===== config.mk =====
export PLATFORM = sky130hd
export DESIGN_NAME = json_syntax_validator_core
export DESIGN_NICKNAME = d
export VERILOG_FILES = /design/src/sv/jsv_pkg.sv /design/src/sv/json_syntax_validator_core.sv /design/src/sv/jsv_stack.sv /design/src/sv/jsv_parse.sv
export SDC_FILE = /design/constraint.sdc
export NUM_CORES = 1
export LEC_CHECK = 0
export BUFFER_PORTS_ARGS = -buffer_cell sky130_fd_sc_hd__buf_2
export CELL_PAD_IN_SITES_DETAIL_PLACEMENT = 0
export CELL_PAD_IN_SITES_GLOBAL_PLACEMENT = 1
export CORE_MARGIN = 2
export CORE_UTILIZATION = 35
export DETAILED_ROUTE_END_ITERATION = 10
export PLACE_DENSITY_LB_ADDON = 0.1
export SETUP_SLACK_MARGIN = 0.4
export SYNTH_ARGS = -nofsm -noshare
export SYNTH_HDL_FRONTEND = slang
export SYNTH_SLANG_ARGS = --single-unit

===== constraint.sdc =====
create_clock -name clk -period 7 [get_ports clk]
set_clock_uncertainty 0.05 [all_clocks]
set_input_delay 1.75 -clock clk [delete_from_list [all_inputs] [get_ports clk]]
set_output_delay 1.75 -clock clk [all_outputs]
set_load 0.02 [all_outputs]

===== src/sv/jsv_pkg.sv =====
package jsv_pkg;

  localparam int MAX_DEPTH_DEF = 8;
  localparam int MODE_W = 23;

  typedef enum logic [MODE_W-1:0] {
    MD_TOP       = 23'd1 << 0,
    MD_VAL       = 23'd1 << 1,
    MD_ARR_FIRST = 23'd1 << 2,
    MD_OBJ_FIRST = 23'd1 << 3,
    MD_OBJ_KEY   = 23'd1 << 4,
    MD_COLON     = 23'd1 << 5,
    MD_AFTER     = 23'd1 << 6,
    MD_DONE      = 23'd1 << 7,
    MD_STR_VAL   = 23'd1 << 8,
    MD_STR_KEY   = 23'd1 << 9,
    MD_ESC_VAL   = 23'd1 << 10,
    MD_ESC_KEY   = 23'd1 << 11,
    MD_HEX_VAL   = 23'd1 << 12,
    MD_HEX_KEY   = 23'd1 << 13,
    MD_LIT       = 23'd1 << 14,
    MD_N_MINUS   = 23'd1 << 15,
    MD_N_ZERO    = 23'd1 << 16,
    MD_N_INT     = 23'd1 << 17,
    MD_N_DOT     = 23'd1 << 18,
    MD_N_FRAC    = 23'd1 << 19,
    MD_N_EXP     = 23'd1 << 20,
    MD_N_EXPSIGN = 23'd1 << 21,
    MD_N_EXPDIG  = 23'd1 << 22
  } mode_t;

  typedef enum logic [1:0] {
    LIT_TRUE  = 2'd0,
    LIT_FALSE = 2'd1,
    LIT_NULL  = 2'd2
  } lit_kind_t;

  typedef struct packed {
    mode_t       mode;
    logic [2:0]  sub;
    lit_kind_t   lit;
    logic        failed;
  } pstate_t;

  // container kind: 1 object, 0 array
  typedef struct packed {
    logic push;
    logic pop;
    logic kind;
  } stk_ctl_t;

  localparam pstate_t PSTATE_RST = '{mode: MD_TOP, sub: 3'd0, lit: LIT_TRUE, failed: 1'b0};

endpackage


===== src/sv/json_syntax_validator_core.sv =====
// JSON well-formedness checker, one document byte per input beat.
// Input stream: s_tdata[7:0] is the document byte, s_tlast marks the final
// byte of a document. Output stream: one beat per document, sent for the
// beat that carried s_tlast; m_tdata[0] is 1 when the document is
// well-formed JSON, bits 7:1 are zero.
// Throughput: one byte per cycle. Each byte updates the parser state,
// nesting level and container stack in the cycle it is accepted; the
// stack is a shift line, so push and pop need no memory port.
// Latency: the result beat is valid in the cycle after the last byte is
// accepted. Documents nested deeper than MAX_DEPTH + 1 are rejected.
// After the last byte the parser returns to its start state, so the next
// byte begins a new document with no gap.
// The result sits in an output register; while it waits for m_tready,
// s_tready stays low, otherwise input is taken every cycle.
// Reset (rst, synchronous) empties the output register and restarts the
// parser; the container stack needs no clearing.
module json_syntax_validator_core #(
  parameter int MAX_DEPTH = jsv_pkg::MAX_DEPTH_DEF
) (
  input  logic       clk,
  input  logic       rst,
  input  logic       s_tvalid,
  output logic       s_tready,
  input  logic [7:0] s_tdata,   // [7:0] data_byte
  input  logic       s_tlast,   // last
  output logic       m_tvalid,
  input  logic       m_tready,
  output logic [7:0] m_tdata    // [0] valid_res, [7:1] zero
);
  import jsv_pkg::*;

  localparam int LVL_W = $clog2(MAX_DEPTH + 2);

  pstate_t          st;
  pstate_t          st_next;
  logic [LVL_W-1:0] level;
  logic [LVL_W-1:0] level_next;
  stk_ctl_t         stk;
  stk_ctl_t         stk_gated;
  logic             top_kind;
  logic             accept;
  logic             doc_ok;
  logic             res_bit;

  assign s_tready = !m_tvalid || m_tready;
  assign accept   = s_tvalid && s_tready;

  jsv_parse #(.MAX_DEPTH(MAX_DEPTH)) u_parse (
    .st         (st),
    .level      (level),
    .top_kind   (top_kind),
    .c          (s_tdata),
    .st_next    (st_next),
    .level_next (level_next),
    .stk        (stk)
  );

  assign stk_gated = '{push: stk.push && accept, pop: stk.pop && accept, kind: stk.kind};

  jsv_stack #(.MAX_DEPTH(MAX_DEPTH)) u_stack (
    .clk      (clk),
    .ctl      (stk_gated),
    .top_kind (top_kind)
  );

  // a bare number at top level is complete when the document ends
  assign doc_ok = !st_next.failed &&
                  ((st_next.mode == MD_DONE) ||
                   ((level_next == '0) &&
                    ((st_next.mode == MD_N_ZERO) || (st_next.mode == MD_N_INT) ||
                     (st_next.mode == MD_N_FRAC) || (st_next.mode == MD_N_EXPDIG))));

  always_ff @(posedge clk) begin
    if (rst) begin
      st    <= PSTATE_RST;
      level <= '0;
    end else if (accept) begin
      if (s_tlast) begin
        st    <= PSTATE_RST;
        level <= '0;
      end else begin
        st    <= st_next;
        level <= level_next;
      end
    end
  end

  always_ff @(posedge clk) begin
    if (rst) begin
      m_tvalid <= 1'b0;
    end else if (accept && s_tlast) begin
      m_tvalid <= 1'b1;
    end else if (m_tready) begin
      m_tvalid <= 1'b0;
    end
  end

  always_ff @(posedge clk) begin
    if (accept && s_tlast) begin
      res_bit <= doc_ok;
    end
  end

  assign m_tdata = {7'd0, res_bit};

endmodule


===== src/sv/jsv_stack.sv =====
module jsv_stack #(
  parameter int MAX_DEPTH = jsv_pkg::MAX_DEPTH_DEF
) (
  input  logic              clk,
  input  jsv_pkg::stk_ctl_t ctl,
  output logic              top_kind
);
  import jsv_pkg::*;

  localparam int SLOTS = MAX_DEPTH + 1;

  // shift line, entry 0 is the innermost open container
  logic [SLOTS-1:0] kinds;

  always_ff @(posedge clk) begin
    if (ctl.push) begin
      kinds <= {kinds[SLOTS-2:0], ctl.kind};
    end else if (ctl.pop) begin
      kinds <= {1'b0, kinds[SLOTS-1:1]};
    end
  end

  assign top_kind = kinds[0];

endmodule


===== src/sv/jsv_parse.sv =====
module jsv_parse #(
  parameter int MAX_DEPTH = jsv_pkg::MAX_DEPTH_DEF
) (
  input  jsv_pkg::pstate_t                st,
  input  logic [$clog2(MAX_DEPTH+2)-1:0]  level,
  input  logic                            top_kind,
  input  logic [7:0]                      c,
  output jsv_pkg::pstate_t                st_next,
  output logic [$clog2(MAX_DEPTH+2)-1:0]  level_next,
  output jsv_pkg::stk_ctl_t               stk
);
  import jsv_pkg::*;

  localparam int LVL_W = $clog2(MAX_DEPTH + 2);

  localparam logic [7:0] CH_TAB    = 8'h09;
  localparam logic [7:0] CH_CR     = 8'h0D;
  localparam logic [7:0] CH_SPACE  = 8'h20;
  localparam logic [7:0] CH_QUOTE  = 8'h22;
  localparam logic [7:0] CH_PLUS   = 8'h2B;
  localparam logic [7:0] CH_COMMA  = 8'h2C;
  localparam logic [7:0] CH_MINUS  = 8'h2D;
  localparam logic [7:0] CH_DOT    = 8'h2E;
  localparam logic [7:0] CH_SLASH  = 8'h2F;
  localparam logic [7:0] CH_ZERO   = 8'h30;
  localparam logic [7:0] CH_NINE   = 8'h39;
  localparam logic [7:0] CH_COLON  = 8'h3A;
  localparam logic [7:0] CH_UA     = 8'h41;
  localparam logic [7:0] CH_UE     = 8'h45;
  localparam logic [7:0] CH_UF     = 8'h46;
  localparam logic [7:0] CH_LBRACK = 8'h5B;
  localparam logic [7:0] CH_BSLASH = 8'h5C;
  localparam logic [7:0] CH_RBRACK = 8'h5D;
  localparam logic [7:0] CH_LA     = 8'h61;
  localparam logic [7:0] CH_LB     = 8'h62;
  localparam logic [7:0] CH_LE     = 8'h65;
  localparam logic [7:0] CH_LF     = 8'h66;
  localparam logic [7:0] CH_LN     = 8'h6E;
  localparam logic [7:0] CH_LR     = 8'h72;
  localparam logic [7:0] CH_LT     = 8'h74;
  localparam logic [7:0] CH_LU     = 8'h75;
  localparam logic [7:0] CH_LBRACE = 8'h7B;
  localparam logic [7:0] CH_RBRACE = 8'h7D;

  function automatic logic [7:0] lit_char(input lit_kind_t kind, input logic [2:0] idx);
    logic [7:0] ch;
    ch = 8'h00;
    case (kind)
      LIT_TRUE: begin
        case (idx)
          3'd0: ch = "t";
          3'd1: ch = "r";
          3'd2: ch = "u";
          3'd3: ch = "e";
          default: ch = 8'h00;
        endcase
      end
      LIT_FALSE: begin
        case (idx)
          3'd0: ch = "f";
          3'd1: ch = "a";
          3'd2: ch = "l";
          3'd3: ch = "s";
          3'd4: ch = "e";
          default: ch = 8'h00;
        endcase
      end
      LIT_NULL: begin
        case (idx)
          3'd0: ch = "n";
          3'd1: ch = "u";
          3'd2: ch = "l";
          3'd3: ch = "l";
          default: ch = 8'h00;
        endcase
      end
      default: ch = 8'h00;
    endcase
    return ch;
  endfunction

  function automatic logic [2:0] lit_last(input lit_kind_t kind);
    return (kind == LIT_FALSE) ? 3'd4 : 3'd3;
  endfunction

  logic             is_ws;
  logic             is_dig;
  logic             is_hex;
  logic             is_esc;
  logic             is_exp;
  logic             lvl_zero;
  logic [LVL_W-1:0] lvl_dec;
  logic             too_deep;
  logic             top_obj;
  mode_t            fin_mode;
  mode_t            close_mode;

  assign is_ws  = (c == CH_SPACE) || (c >= CH_TAB && c <= CH_CR);
  assign is_dig = (c >= CH_ZERO) && (c <= CH_NINE);
  assign is_hex = is_dig || (c >= CH_LA && c <= CH_LF) || (c >= CH_UA && c <= CH_UF);
  assign is_esc = (c == CH_QUOTE) || (c == CH_BSLASH) || (c == CH_SLASH) || (c == CH_LB) ||
                  (c == CH_LF) || (c == CH_LN) || (c == CH_LR) || (c == CH_LT);
  assign is_exp = (c == CH_LE) || (c == CH_UE);

  assign lvl_zero   = (level == '0);
  assign lvl_dec    = level - 1'b1;
  assign too_deep   = level > LVL_W'(MAX_DEPTH);
  assign top_obj    = !lvl_zero && top_kind;
  assign fin_mode   = lvl_zero ? MD_DONE : MD_AFTER;
  assign close_mode = (lvl_dec == '0) ? MD_DONE : MD_AFTER;

  always_comb begin
    logic do_begin;
    logic do_after;
    logic do_close;
    logic key;
    do_begin   = 1'b0;
    do_after   = 1'b0;
    do_close   = 1'b0;
    key        = 1'b0;
    st_next    = st;
    level_next = level;
    stk        = '0;

    if (!st.failed) begin
      case (st.mode)
        MD_TOP, MD_VAL: do_begin = 1'b1;
        MD_ARR_FIRST: begin
          if (c == CH_RBRACK) do_close = 1'b1;
          else do_begin = 1'b1;
        end
        MD_OBJ_FIRST, MD_OBJ_KEY: begin
          if (!is_ws) begin
            if (c == CH_QUOTE) st_next.mode = MD_STR_KEY;
            else if (c == CH_RBRACE && st.mode == MD_OBJ_FIRST) do_close = 1'b1;
            else st_next.failed = 1'b1;
          end
        end
        MD_COLON: begin
          if (!is_ws) begin
            if (c == CH_COLON) st_next.mode = MD_VAL;
            else st_next.failed = 1'b1;
          end
        end
        MD_AFTER, MD_DONE: do_after = 1'b1;
        MD_STR_VAL, MD_STR_KEY: begin
          key = (st.mode == MD_STR_KEY);
          if (c == CH_QUOTE) st_next.mode = key ? MD_COLON : fin_mode;
          else if (c < CH_SPACE) st_next.failed = 1'b1;
          else if (c == CH_BSLASH) st_next.mode = key ? MD_ESC_KEY : MD_ESC_VAL;
        end
        MD_ESC_VAL, MD_ESC_KEY: begin
          key = (st.mode == MD_ESC_KEY);
          if (is_esc) begin
            st_next.mode = key ? MD_STR_KEY : MD_STR_VAL;
          end else if (c == CH_LU) begin
            st_next.sub  = 3'd0;
            st_next.mode = key ? MD_HEX_KEY : MD_HEX_VAL;
          end else begin
            st_next.failed = 1'b1;
          end
        end
        MD_HEX_VAL, MD_HEX_KEY: begin
          key = (st.mode == MD_HEX_KEY);
          if (!is_hex) begin
            st_next.failed = 1'b1;
          end else if (st.sub == 3'd3) begin
            st_next.sub  = 3'd0;
            st_next.mode = key ? MD_STR_KEY : MD_STR_VAL;
          end else begin
            st_next.sub = st.sub + 3'd1;
          end
        end
        MD_LIT: begin
          if (st.lit == LIT_TRUE || st.lit == LIT_FALSE || st.lit == LIT_NULL) begin
            if (lit_char(st.lit, st.sub) != c) begin
              st_next.failed = 1'b1;
            end else if (st.sub == lit_last(st.lit)) begin
              st_next.sub  = 3'd0;
              st_next.mode = fin_mode;
            end else begin
              st_next.sub = st.sub + 3'd1;
            end
          end else begin
            st_next.failed = 1'b1;
          end
        end
        MD_N_MINUS: begin
          if (c == CH_ZERO) st_next.mode = MD_N_ZERO;
          else if (is_dig) st_next.mode = MD_N_INT;
          else st_next.failed = 1'b1;
        end
        MD_N_ZERO, MD_N_INT: begin
          if (st.mode == MD_N_INT && is_dig) st_next.mode = MD_N_INT;
          else if (c == CH_DOT) st_next.mode = MD_N_DOT;
          else if (is_exp) st_next.mode = MD_N_EXP;
          else do_after = 1'b1;
        end
        MD_N_DOT: begin
          if (is_dig) st_next.mode = MD_N_FRAC;
          else st_next.failed = 1'b1;
        end
        MD_N_FRAC: begin
          if (is_dig) st_next.mode = MD_N_FRAC;
          else if (is_exp) st_next.mode = MD_N_EXP;
          else do_after = 1'b1;
        end
        MD_N_EXP: begin
          if (c == CH_PLUS || c == CH_MINUS) st_next.mode = MD_N_EXPSIGN;
          else if (is_dig) st_next.mode = MD_N_EXPDIG;
          else st_next.failed = 1'b1;
        end
        MD_N_EXPSIGN: begin
          if (is_dig) st_next.mode = MD_N_EXPDIG;
          else st_next.failed = 1'b1;
        end
        MD_N_EXPDIG: begin
          if (!is_dig) do_after = 1'b1;
        end
        default: st_next.failed = 1'b1;
      endcase
    end

    if (do_begin && !is_ws) begin
      if (too_deep) begin
        st_next.failed = 1'b1;
      end else if (c == CH_LBRACE || c == CH_LBRACK) begin
        stk.push     = 1'b1;
        stk.kind     = (c == CH_LBRACE);
        level_next   = level + 1'b1;
        st_next.mode = (c == CH_LBRACE) ? MD_OBJ_FIRST : MD_ARR_FIRST;
      end else if (c == CH_QUOTE) begin
        st_next.mode = MD_STR_VAL;
      end else if (c == CH_LT || c == CH_LF || c == CH_LN) begin
        st_next.lit  = (c == CH_LT) ? LIT_TRUE : (c == CH_LF) ? LIT_FALSE : LIT_NULL;
        st_next.sub  = 3'd1;
        st_next.mode = MD_LIT;
      end else if (c == CH_MINUS) begin
        st_next.mode = MD_N_MINUS;
      end else if (c == CH_ZERO) begin
        st_next.mode = MD_N_ZERO;
      end else if (is_dig) begin
        st_next.mode = MD_N_INT;
      end else begin
        st_next.failed = 1'b1;
      end
    end

    // a number's terminator lands here too, after the number counts as complete
    if (do_after) begin
      if (is_ws) st_next.mode = fin_mode;
      else if (lvl_zero) st_next.failed = 1'b1;
      else if (c == CH_COMMA) st_next.mode = top_obj ? MD_OBJ_KEY : MD_VAL;
      else if ((c == CH_RBRACK && !top_obj) || (c == CH_RBRACE && top_obj)) do_close = 1'b1;
      else st_next.failed = 1'b1;
    end

    if (do_close) begin
      stk.pop      = 1'b1;
      level_next   = lvl_dec;
      st_next.mode = close_mode;
    end
  end

endmodule


Word-level counts from Yosys, hierarchy flattened
Cells that the tools add are included.
Word-level totals
  bits in registers: 44
  word-level logic and storage cells: 281
  input bits: 13
Operators by class
  order comparisons: 10
  mux-type cells: 135
  equality and inequality tests: 61
  reduce and logical (&&, ||, !) cells: 64
  $add $sub $neg: 3
Operators with widths (number)
  $mux 23: 31
  $mux 26: 12
  $pmux 23 s12: 1
  $eq 8x7->1 const B: 13
  $eq 8x6->1 const B: 9
  $mux 29: 2
  $mux 1: 52
  $eq 23x17->1 const B: 2
  $eq 23x18->1 const B: 2
  $eq 23x20->1 const B: 2
  $eq 23x23->1 const B: 2
  $eq 23x8->1 const B: 2
  $mux 8: 5
  $pmux 7 s5: 1
  $mux 28: 1
  $pmux 7 s4: 1
  $mux 4: 6
  $pmux 8 s3: 1
  $eq 23x1->1 const B: 1
  $eq 23x10->1 const B: 1
  $eq 23x11->1 const B: 1
  $eq 23x12->1 const B: 1
  $eq 23x13->1 const B: 1
  $eq 23x14->1 const B: 1
  54 further kinds: 122

Logic depth before layout (Yosys ltp)
Gate-level depths: netlist of the first run.
  depth after elaboration: 34
  gate-level depth with buffers: 14
  depth with buffers taken out: 13

Hierarchy
A second synthesis of the first run with hierarchy kept.
Second synthesis, totals
  cells, all modules: 719
  area total of the unflattened synthesis: 5291.3 um^2
By module, submodules not included
  jsv_parse: cells an instance 508, area an instance 3208.1 um^2, instances 1
  json_syntax_validator_core: cells an instance 191, area an instance 1667.8 um^2, instances 1
  jsv_stack: cells an instance 20, area an instance 415.4 um^2, instances 1

Worst setup path before layout of the first run
OpenSTA, ideal clock, no wires.
  kind: input-to-reg
  from: in s_tdata[4]
  to: reg res_bit, data pin
  library setup time: 0.261 ns
  data arrival time: 4.616 ns
  stages: 11
  path slack: 2.073 ns
  path through: or4b_4 or4_1 buf_2 a32o_1 nand2b_4 nor3b_4 nand4b_1 a21o_1 a221o_1 nor3b_1 o311a_1
On the way
  word-level cells in the longest chain between the ends: 31
RTL lines
  start, declared: line json_syntax_validator_core.sv:24  | input logic [7:0] s_tdata,
  branches (longest 30 deep; another with $ge 8x6->1)
  $logic_and 1x1->1 *: line json_syntax_validator_core.sv:67  | assign doc_ok = !st_next.failed &&
  via doc_ok: line json_syntax_validator_core.sv:42  | logic doc_ok;
  end signal, assigned: line json_syntax_validator_core.sv:100  | res_bit <= doc_ok;
  end, declared: line json_syntax_validator_core.sv:43  | logic res_bit;
Mark *: on every way through the listed nets, which the timed path passes. The select of a mux whose other input is x is not followed.
A chain may end at the register's enable or synchronous reset.

Final worst setup path of the first run
  from: in s_tdata[5]
  to: reg res_bit, data pin
Same word-level chain as after synthesis.

==> impl_metrics.yaml, run 1 <==
sta:
  final-max-slew-violation-count: 0
  max_freq_mhz: 187
  fin_crit_ps: 5360
  fin_crit_sh_pct: 76.6
  setup_violations: 0
  timing.hold.ws_ps: 478
  rsz0062_at_grt: "no"
  worst_slew_pin_slew_ps: 905
  relSlewSlack_pct: 39.7
  finalHoldViolations: 0
  finalSetupTns_ps: 0
setup_path:
  cp.arrival_ps: 5490
  required_ps: 7130
  path_cells: "buf_2, or4b_4, nor4_2, nor2_1, nand3_1, nand2_1, a2111oi_0, nand4b_1, nor4b_1, nand3_1, nor4b_2, o311a_1"
  crit_slowest_cell: "nor4_2"
  critPathLaunchType: "input pin"
  cp-end-kind: "register"
  max_stage_delay_ps: 710
  worstPathMaxFanout: 17
  critical_path_class: "in -> reg"
  cpMostUsedCell: "nand3_1"
clocking:
  cts.hold.buffers_added: 0
  post_cts_resized: 0
  cts_tree: "built"
  cts_buffer_depth: 2
  cts_made_buffers: 5
  ctsHtreeMaxLevel: 2
  cts_sinks: 44
  clk_pin_slew_worst_paths_ps: 80
  clk_latency_ps: 300
  post-cts-setup-buffers: 0
  cts-root-buf: "clkbuf_16"
cells_and_area:
  areaGrowthSynthToFinish_pct: 6.25
  fin_nets: 670
  drive_above_1_share_pct: 8.94
  utilization_pct: 38.1
  antenna_cells: 0
logic_synthesis:
  synth_warnings: 0
  synth_cells: 664
  synth-async-reset-ratio_pct: 0
  synth_cell_types: 81
  synth_ff_type: "dfxtp_1"
  yosysSeqAreaShare_pct: 20.7
  yosys_register_bits: 44
  netlist_area_um2: 4750
  synth_edf_count: 10
  syn_area_per_cell_um2: 7.15
global_route:
  grt_pass1_wl_um: 29100
  grt_max_degree: 35
  gr-total-overflow: 0
  grt_pass1_vias: 4773
  grt_antenna_before_repair: 0
  grt_usage_pct: 26.5
  grtUsageMet3_pct: 3.77
  gr-max-usage-layer: "met2"
  grt.met2_usage_pct: 43.3
  use_met1_pct: 36.1
floorplanning:
  rows: 42
  coreArea_um2: 13200
  initial_core_util_pct: 35.8
  die_area_um2: 14500
  ios: 23
  die_h_um: 120
  die_w_um: 120
detailed_routing:
  drtIter0Drc: 708
  route.detailed.drc: 0
  vias: 5238
  postRouteAntennaNets: 0
  wl_um: 19300
  via_per_inst: 6.35
  wl_per_cell_um: 23.4
  firstDrtPassIters: 5
flow_run:
  cap_viol_max_count: 0
pwr:
  p_leak_nw: 1.71
  ir_worst_vdd_mv: 0.101
  total_power_uw: 629
  power_density_nw_per_um2: 125
min_path:
  hold_class: "reg -> reg"
placed_design:
  globalplace.congestion: 0.969
  dpl.hpwl_um: 15100
  port-buffer-count: 15
outcome:
  status: "finished clean"
[power breakdown]
group          switching (mW)  leakage [nW]  internal [mW]
Combinational          0.0576          1.27         0.0208
Clock                   0.118        0.0804          0.170
Sequential            0.00301         0.363          0.259
Total                   0.179          1.71          0.450
[metal layers]
metal  up-vias  wire (µm)
met4         0        551
met5         -          0
met3        40       1540
li1       2441          -
met1      2496       8320
met2       261       8890
[critical path, delay by kind of cell]
family,cells,cell delay [ps]
AO/OA/AOI/OAI,2,760
buffers and inverters,1,290
AND/OR/NAND/NOR,9,2690
[final cells by class]
cell class,instances,area (µm²)
Clock buffer,5,125
Timing Repair Buffer,19,105
Tap cell,176,220
Multi-Input combinational cell,558,3490
Clock inverter,3,46.3
Fill cell,1443,8200
Sequential cell,44,981
Inverter,20,75.1
[state kept, by name, summed over array words and instances, names as in the netlist]
signal         count
level              4
m_tvalid           1
u_stack.kinds      9
res_bit            1
st                29
[logic make-up (layout without fill, tap and decap cells)]
family | count (synthesis) | after routing | share of synthesized area, %
AO/OA/AOI/OAI | 173 | 173 | 24.6
XOR/XNOR | 14 | 14 | 2.58
adder cells (fa/ha/maj) | 9 | 9 | 2.37
buffers and inverters | 68 | 47 | 6.33
flip-flops | 44 | 44 | 20.7
multiplexers | 12 | 12 | 2.71
other | 1 | 7 | 0.0790
AND/OR/NAND/NOR | 343 | 343 | 40.6
[worst paths after layout]
kind | start | endpoint | slack (ps) | depth (start not counted)
setup reg to reg | st[7] | res_bit | 2200 | 10
setup / recovery | s_tdata[5] | res_bit | 1640 | 12
hold reg to reg | st[3] | st[3] | 480 | 2
hold / removal | st[3] | st[3] | 480 | 2
[metrics by stage]
stage	instance area, µm²	instances	setup WS [ps]
final	5040	825	1640
after global routing	5040	825	1550
after CTS	5040	825	1750
after detailed placement	4870	817	1450
after global placement	4870	817	1500
after floorplan	4770	670	2070
[Yosys cell counts (5+ instances only)]
cell type	count	area (µm²)
nand3b_1	7	52.6
nand4_1	9	56.3
xor2_1	7	61.3
mux2i_1	5	50.1
nor3b_1	7	52.6
nor3_1	31	155
edfxtp_1	10	300
inv_1	20	75.1
o21a_1	6	45.0
nor4_1	16	100
nand2b_1	15	93.8
nor2_1	82	308
ha_1	9	113
and2_1	8	50.1
xnor2_1	7	61.3
and3_1	5	31.3
mux2_2	7	78.8
a21oi_1	41	205
nand2_1	62	233
buf_4	9	67.6
a22oi_1	17	128
a21o_1	5	37.5
nand3_1	27	135
o211ai_1	6	45.0
or3_1	22	138
or4_1	6	45.0
nor4b_1	5	43.8
o21ai_0	31	155
nand4b_1	6	52.6
o31ai_1	9	67.6
dfxtp_1	34	681
clkbuf_1	32	120
a31oi_1	9	56.3
o32ai_1	6	52.6
[cell usage in the layout, fill, tap and decap left out, types with 6 or more instances in the layout]
cell type  Yosys  final
o21a_1         6      6
nand3_1       27     27
nor2_1        82     81
o32ai_1        6      6
nand4_1        9      9
inv_1         20     20
conb_1         1      7
nand4b_1       6      6
nor3b_1        7      7
nand2_1       62     62
edfxtp_1      10     10
xnor2_1        7      7
and2_1         8      8
a31oi_1        9      9
mux2_2         7      7
buf_2          3     15
o21ai_0       31     31
or3_1         22     22
a22oi_1       17     17
or4_1          6      6
nor3_1        31     31
ha_1           9      9
nor4_1        16     16
o31ai_1        9      9
nand3b_1       7      7
nand2b_1      15     15
dfxtp_1       34     34
a21oi_1       41     41
o211ai_1       6      6
xor2_1         7      7
Power figures use the tool's default switching activity.
==> run 2, diff against run 1 <==
==> constraint.sdc (replaced) <==
create_clock -name clk -period 4.97 [get_ports clk]
set_clock_uncertainty 0.05 [all_clocks]
set_input_delay 1.2425 -clock clk [delete_from_list [all_inputs] [get_ports clk]]
set_output_delay 1.2425 -clock clk [all_outputs]
set_load 0.02 [all_outputs]
==> run 2 against run 1 <==
Final cell count up 5.2%; sequential cell count stayed put; critical path type unchanged; power is 46% higher; setup slack worse by 1200 ps; routed wire length grew 6.3%; sequential share of layout area shrank 1.4 points; register-to-register slack got worse by 1700 ps; via count is 3.6% higher; clock power up 44%; critical path depth fell by 1; critical endpoint unchanged; combinational power rose by 74%.
==> impl_metrics.yaml, run 2 (synthesis gave the netlist of run 1 again) <==
setup_path:
  worstPathMaxFanout: 12
  required_ps: 4990
  cp-end-kind: "register"
  cp.arrival_ps: 4520
  critical_path_class: "in -> reg"
  critPathLaunchType: "input pin"
detailed_routing:
  firstDrtPassIters: 6
  via_per_inst: 6.25
  route.detailed.drc: 0
  vias: 5424
  drtIter0Drc: 464
  wl_per_cell_um: 23.6
  postRouteAntennaNets: 0
  wl_um: 20500
global_route:
  use_met1_pct: 36.9
  grtUsageMet3_pct: 5.42
  grt_usage_pct: 28.5
  grt_pass1_wl_um: 30500
  gr-max-usage-layer: "met2"
  grt.met2_usage_pct: 46.3
  grt_pass1_vias: 5010
  grt_antenna_before_repair: 0
  gr-total-overflow: 0
  grt_max_degree: 35
sta:
  fin_crit_sh_pct: 90.5
  max_freq_mhz: 222
  fin_crit_ps: 4500
  relSlewSlack_pct: 29.4
  finalHoldViolations: 0
  rsz0062_at_grt: "no"
  timing.hold.ws_ps: 488
  finalWorstSetupSlack_ps: 474
  setup_violations: 0
  worst_slew_pin_slew_ps: 1060
  final-max-slew-violation-count: 0
cells_and_area:
  drive_above_1_share_pct: 15.9
  regArea_um2: 981
  antenna_cells: 0
  top_regs: "st (29), u_stack.kinds (9), level (4)"
  fin_nets: 713
  layout_commonest_cell: "nor2_1"
  fillers: 1456
  largest_register_ffs: 29
  final_cell_mix: "nor2_1, nand2_1, buf_4"
  areaGrowthSynthToFinish_pct: 14.8
  top_register: "st"
  multi_input_area_um2: 3570
clocking:
  cts_made_buffers: 5
  cts-root-buf: "clkbuf_16"
  cts_sinks: 44
  cts_buffer_depth: 2
  clk_latency_ps: 310
  clk_pin_slew_worst_paths_ps: 90
  ctsHtreeMaxLevel: 2
  cts_tree: "built"
floorplanning:
  rows: 42
  die_w_um: 120
  coreArea_um2: 13200
  die_h_um: 120
  ios: 23
  die_area_um2: 14500
  initial_core_util_pct: 35.8
pwr:
  total_power_uw: 918
  seqPwrFrac_pct: 39.9
  power.net_switching_uw: 269
  swShare_pct: 29.4
  p_leak_nw: 1.96
  p_clk_share_pct: 45.3
  intPower_uw: 649
  power_density_nw_per_um2: 168
  power.share.combinational_pct: 14.8
  ir_worst_vdd_mv: 0.155
placed_design:
  dpl.hpwl_um: 16200
  port-buffer-count: 15
  dp_slack_ps: 138
  globalplace.congestion: 0.960
outcome:
  status: "finished clean"
min_path:
  hold_class: "reg -> reg"
flow_run:
  cap_viol_max_count: 0
## run 2: repair_timing
| action | CTS | global route |
|---|---|---|
| resized for setup | 0 | 17 |
| hold buffers | 0 | 0 |
| setup buffers | 0 | 1 |
| setup endpoints to repair | 0 | 1 |
## run 2: critical path, cell delays in order
cell,delay (ps)
clkbuf_4,180
or4b_4,590
or4_4,490
a32o_1,260
nand2b_4,170
nor3b_4,260
nand4b_1,190
a21o_1,220
a221o_1,390
nor3b_1,170
o311a_1,350
## run 2: final cells by class
type                       count  area share, %
clock buffer                   5           2.30
multi-input combinational    558           65.5
inverter                      20           1.38
clock inverter                 3          0.850
sequential                    44           18.0
tap                          176           4.04
timing repair buffer          62           7.97
## run 2: final timing paths
| kind | from | endpoint | slack, ps | cells after the start |
|---|---|---|---|---|
| worst min-delay path | st[3] | st[3] | 490 | 2 |
| worst max-delay path | s_tdata[7] | res_bit | 470 | 11 |
| worst min register to register | st[3] | st[3] | 490 | 2 |
| worst max register to register | st[19] | res_bit | 520 | 11 |
## run 2: metal layers
layer,vias up,routed length (µm)
li1,2538,-
met1,2617,8680
met2,222,9510
met3,47,1460
met4,0,864
met5,-,0
## run 2: through the flow
| stage | instance area, µm² | instances | setup TNS, ps | util (%) |
|---|---|---|---|---|
| after floorplan | 4770 | 670 | 0 | - |
| after global placement | 5180 | 859 | -29.8 | 39.2 |
| after detailed placement | 5180 | 859 | 0 | 39.2 |
| after CTS | 5360 | 867 | 0 | 40.4 |
| after global routing | 5450 | 868 | 0 | 41.1 |
| final | 5450 | 868 | 0 | 41.1 |
## run 2: power groups by stage
stage	logic [mW]	registers [mW]	clock network (mW)
2_1_floorplan	0.0779	0.375	0
3_3_place_gp	0.127	0.375	0
3_5_place_dp	0.126	0.375	0
4_1_cts	0.127	0.366	0.424
5_1_grt	0.144	0.366	0.431
6_report	0.136	0.366	0.416
==> run 3, diff against run 2 <==
--- a/config.mk
+++ b/config.mk
@@ -8,10 +8,12 @@
 export BUFFER_PORTS_ARGS = -buffer_cell sky130_fd_sc_hd__buf_2
 export CELL_PAD_IN_SITES_DETAIL_PLACEMENT = 0
 export CELL_PAD_IN_SITES_GLOBAL_PLACEMENT = 1
+export CORE_ASPECT_RATIO = 0.75
 export CORE_MARGIN = 2
 export CORE_UTILIZATION = 35
 export DETAILED_ROUTE_END_ITERATION = 10
 export PLACE_DENSITY_LB_ADDON = 0.1
+export REMOVE_ABC_BUFFERS = 1
 export SETUP_SLACK_MARGIN = 0.4
 export SYNTH_ARGS = -nofsm -noshare
 export SYNTH_HDL_FRONTEND = slang
==> run 3 against run 2 <==
Core utilization increased by 0.16 points; sequential power about the same; register-to-register slack improved by 30 ps; critical path depth increased by 1; final cell count decreased by 0.58%; die area about the same; global-route usage decreased by 0.42 points; via count increased by 0.76%; sequential cell count unchanged.
==> impl_metrics.yaml, run 3 (synthesis gave the netlist of run 1 again) <==
detailed_routing:
  wl_per_cell_um: 24.0
  drtIter0Drc: 599
  firstDrtPassIters: 5
  via_per_inst: 6.33
  route.detailed.drc: 0
  vias: 5465
  postRouteAntennaNets: 0
  wl_um: 20700
min_path:
  hold_class: "reg -> reg"
  min_to: "st[3]"
  min-delay-start: "st[3]"
  hold_depth: 2
clocking:
  cts.hold.buffers_added: 0
  cts_sinks: 44
  ctsHtreeMaxLevel: 2
  cts-root-buf: "clkbuf_16"
  cts_buffer_depth: 2
  clk_pin_slew_worst_paths_ps: 90
  cts_made_buffers: 5
  cts_tree: "built"
  clk_latency_ps: 310
sta:
  final-max-slew-violation-count: 0
  setup_violations: 0
  rsz0062_at_grt: "no"
  timing.hold.ws_ps: 462
  finalSetupTns_ps: 0
  relSlewSlack_pct: 38.5
  max_freq_mhz: 225
  finalHoldViolations: 0
  fin_crit_sh_pct: 89.5
  fin_crit_ps: 4450
  worst_slew_pin_slew_ps: 912
setup_path:
  cp.arrival_ps: 4580
  path_delay_family: "simple AND/OR/NAND/NOR gates"
  critPathLaunchType: "input pin"
  cp_num_buf_inv: 1
  max_stage_delay_ps: 600
  worstPathMaxFanout: 12
  rr_endpoint: "res_bit"
  cpMostUsedCell: "or4b_4"
  path_cells: "clkbuf_4, or4b_4, or4_4, nand3_2, o31ai_1, o21bai_4, nand2b_4, nor3_4, o21ai_1, or4b_4, nor4b_4, o311a_1"
  critical_path_class: "in -> reg"
  r2r_slack_ps: 550
  r2r_cells: 10
  worstReg2RegStart: "st[24]"
  cp-end-kind: "register"
  required_ps: 5110
  crit_slowest_cell: "or4b_4"
pwr:
  total_power_uw: 911
  p_leak_nw: 1.96
  ir_worst_vdd_mv: 0.106
  power_density_nw_per_um2: 168
cells_and_area:
  drive_above_1_share_pct: 15.5
  final_area_um2: 5410
  top_regs: "st (29), u_stack.kinds (9), level (4)"
  layout_commonest_cell: "nor2_1"
  top_register: "st"
  largest_register_ffs: 29
  final_cell_mix: "nor2_1, nand2_1, buf_4"
  areaGrowthSynthToFinish_pct: 14.0
  fin_cells: 863
  fin_nets: 713
  antenna_cells: 0
floorplanning:
  die_h_um: 105
  die_area_um2: 14500
  coreArea_um2: 13100
  initial_core_util_pct: 36.2
  rows: 36
  die_w_um: 138
  ios: 23
placed_design:
  port-buffer-count: 15
  post_dp_cell_area_um2: 5160
  dp.cells: 852
  globalplace.congestion: 1.06
  dpl.hpwl_um: 16200
global_route:
  grt_antenna_before_repair: 1
  grt_usage_pct: 28.0
  grt_max_degree: 35
  grt_pass1_vias: 5126
  gr-total-overflow: 0
  grt_pass1_wl_um: 31200
flow_run:
  cap_viol_max_count: 0
outcome:
  status: "finished clean"
run 3: final cells by class:
type                    instances  area, µm²
multi-input cells             558       3540
repair buffers                 62        430
fillers                      1375       7690
flip-flops and latches         44        981
well taps                     171        214
inverters                      20       75.1
clock buffers                   5        125
clock inverters                 3       46.3
run 3: worst max-delay path by stage:
stage	from	endpoint	cells after the start
floorplan	s_tdata[4]	res_bit	10
global placement	s_tdata[6]	res_bit	12
detailed placement	s_tdata[6]	res_bit	12
CTS	s_tdata[6]	res_bit	12
global route	s_tdata[4]	res_bit	12
finish	s_tdata[7]	res_bit	12
run 3: routing by layer:
layer | vias to the layer above | routed length, µm | global-route usage, % | part of all wire [%]
met5 | - | 0 | 0 | 0
met4 | 0 | 387 | 6.27 | 1.9
met3 | 33 | 2400 | 8.66 | 12
met2 | 292 | 8040 | 38.2 | 39
met1 | 2605 | 9850 | 42.4 | 48
li1 | 2535 | - | - | -
run 3: power by group:
| group | internal, mW | switching, mW | total (mW) |
|---|---|---|---|
| Sequential | 0.365 | 0.00140 | 0.367 |
| Clock | 0.240 | 0.176 | 0.416 |
| Combinational | 0.0392 | 0.0895 | 0.129 |
run 3: metrics by stage:
stage,util (%),setup WS (ps)
2_1_floorplan,-,560
3_3_place_gp,39.4,-59.5
3_5_place_dp,39.4,65.6
4_1_cts,40.7,477
5_1_grt,41.3,399
6_report,41.3,523
run 3: what timing repair did:
item	4_1_cts	5_1_grt
resized for setup	1	10
gates cloned	0	0
setup buffers	0	3
setup endpoints to repair	1	1
pin swaps	0	8
run 3: tightest hold or removal path, cell delays in order (launching register included):
cell	delay (ps)
dfxtp_1	350
nand2_1	70
a21oi_1	50
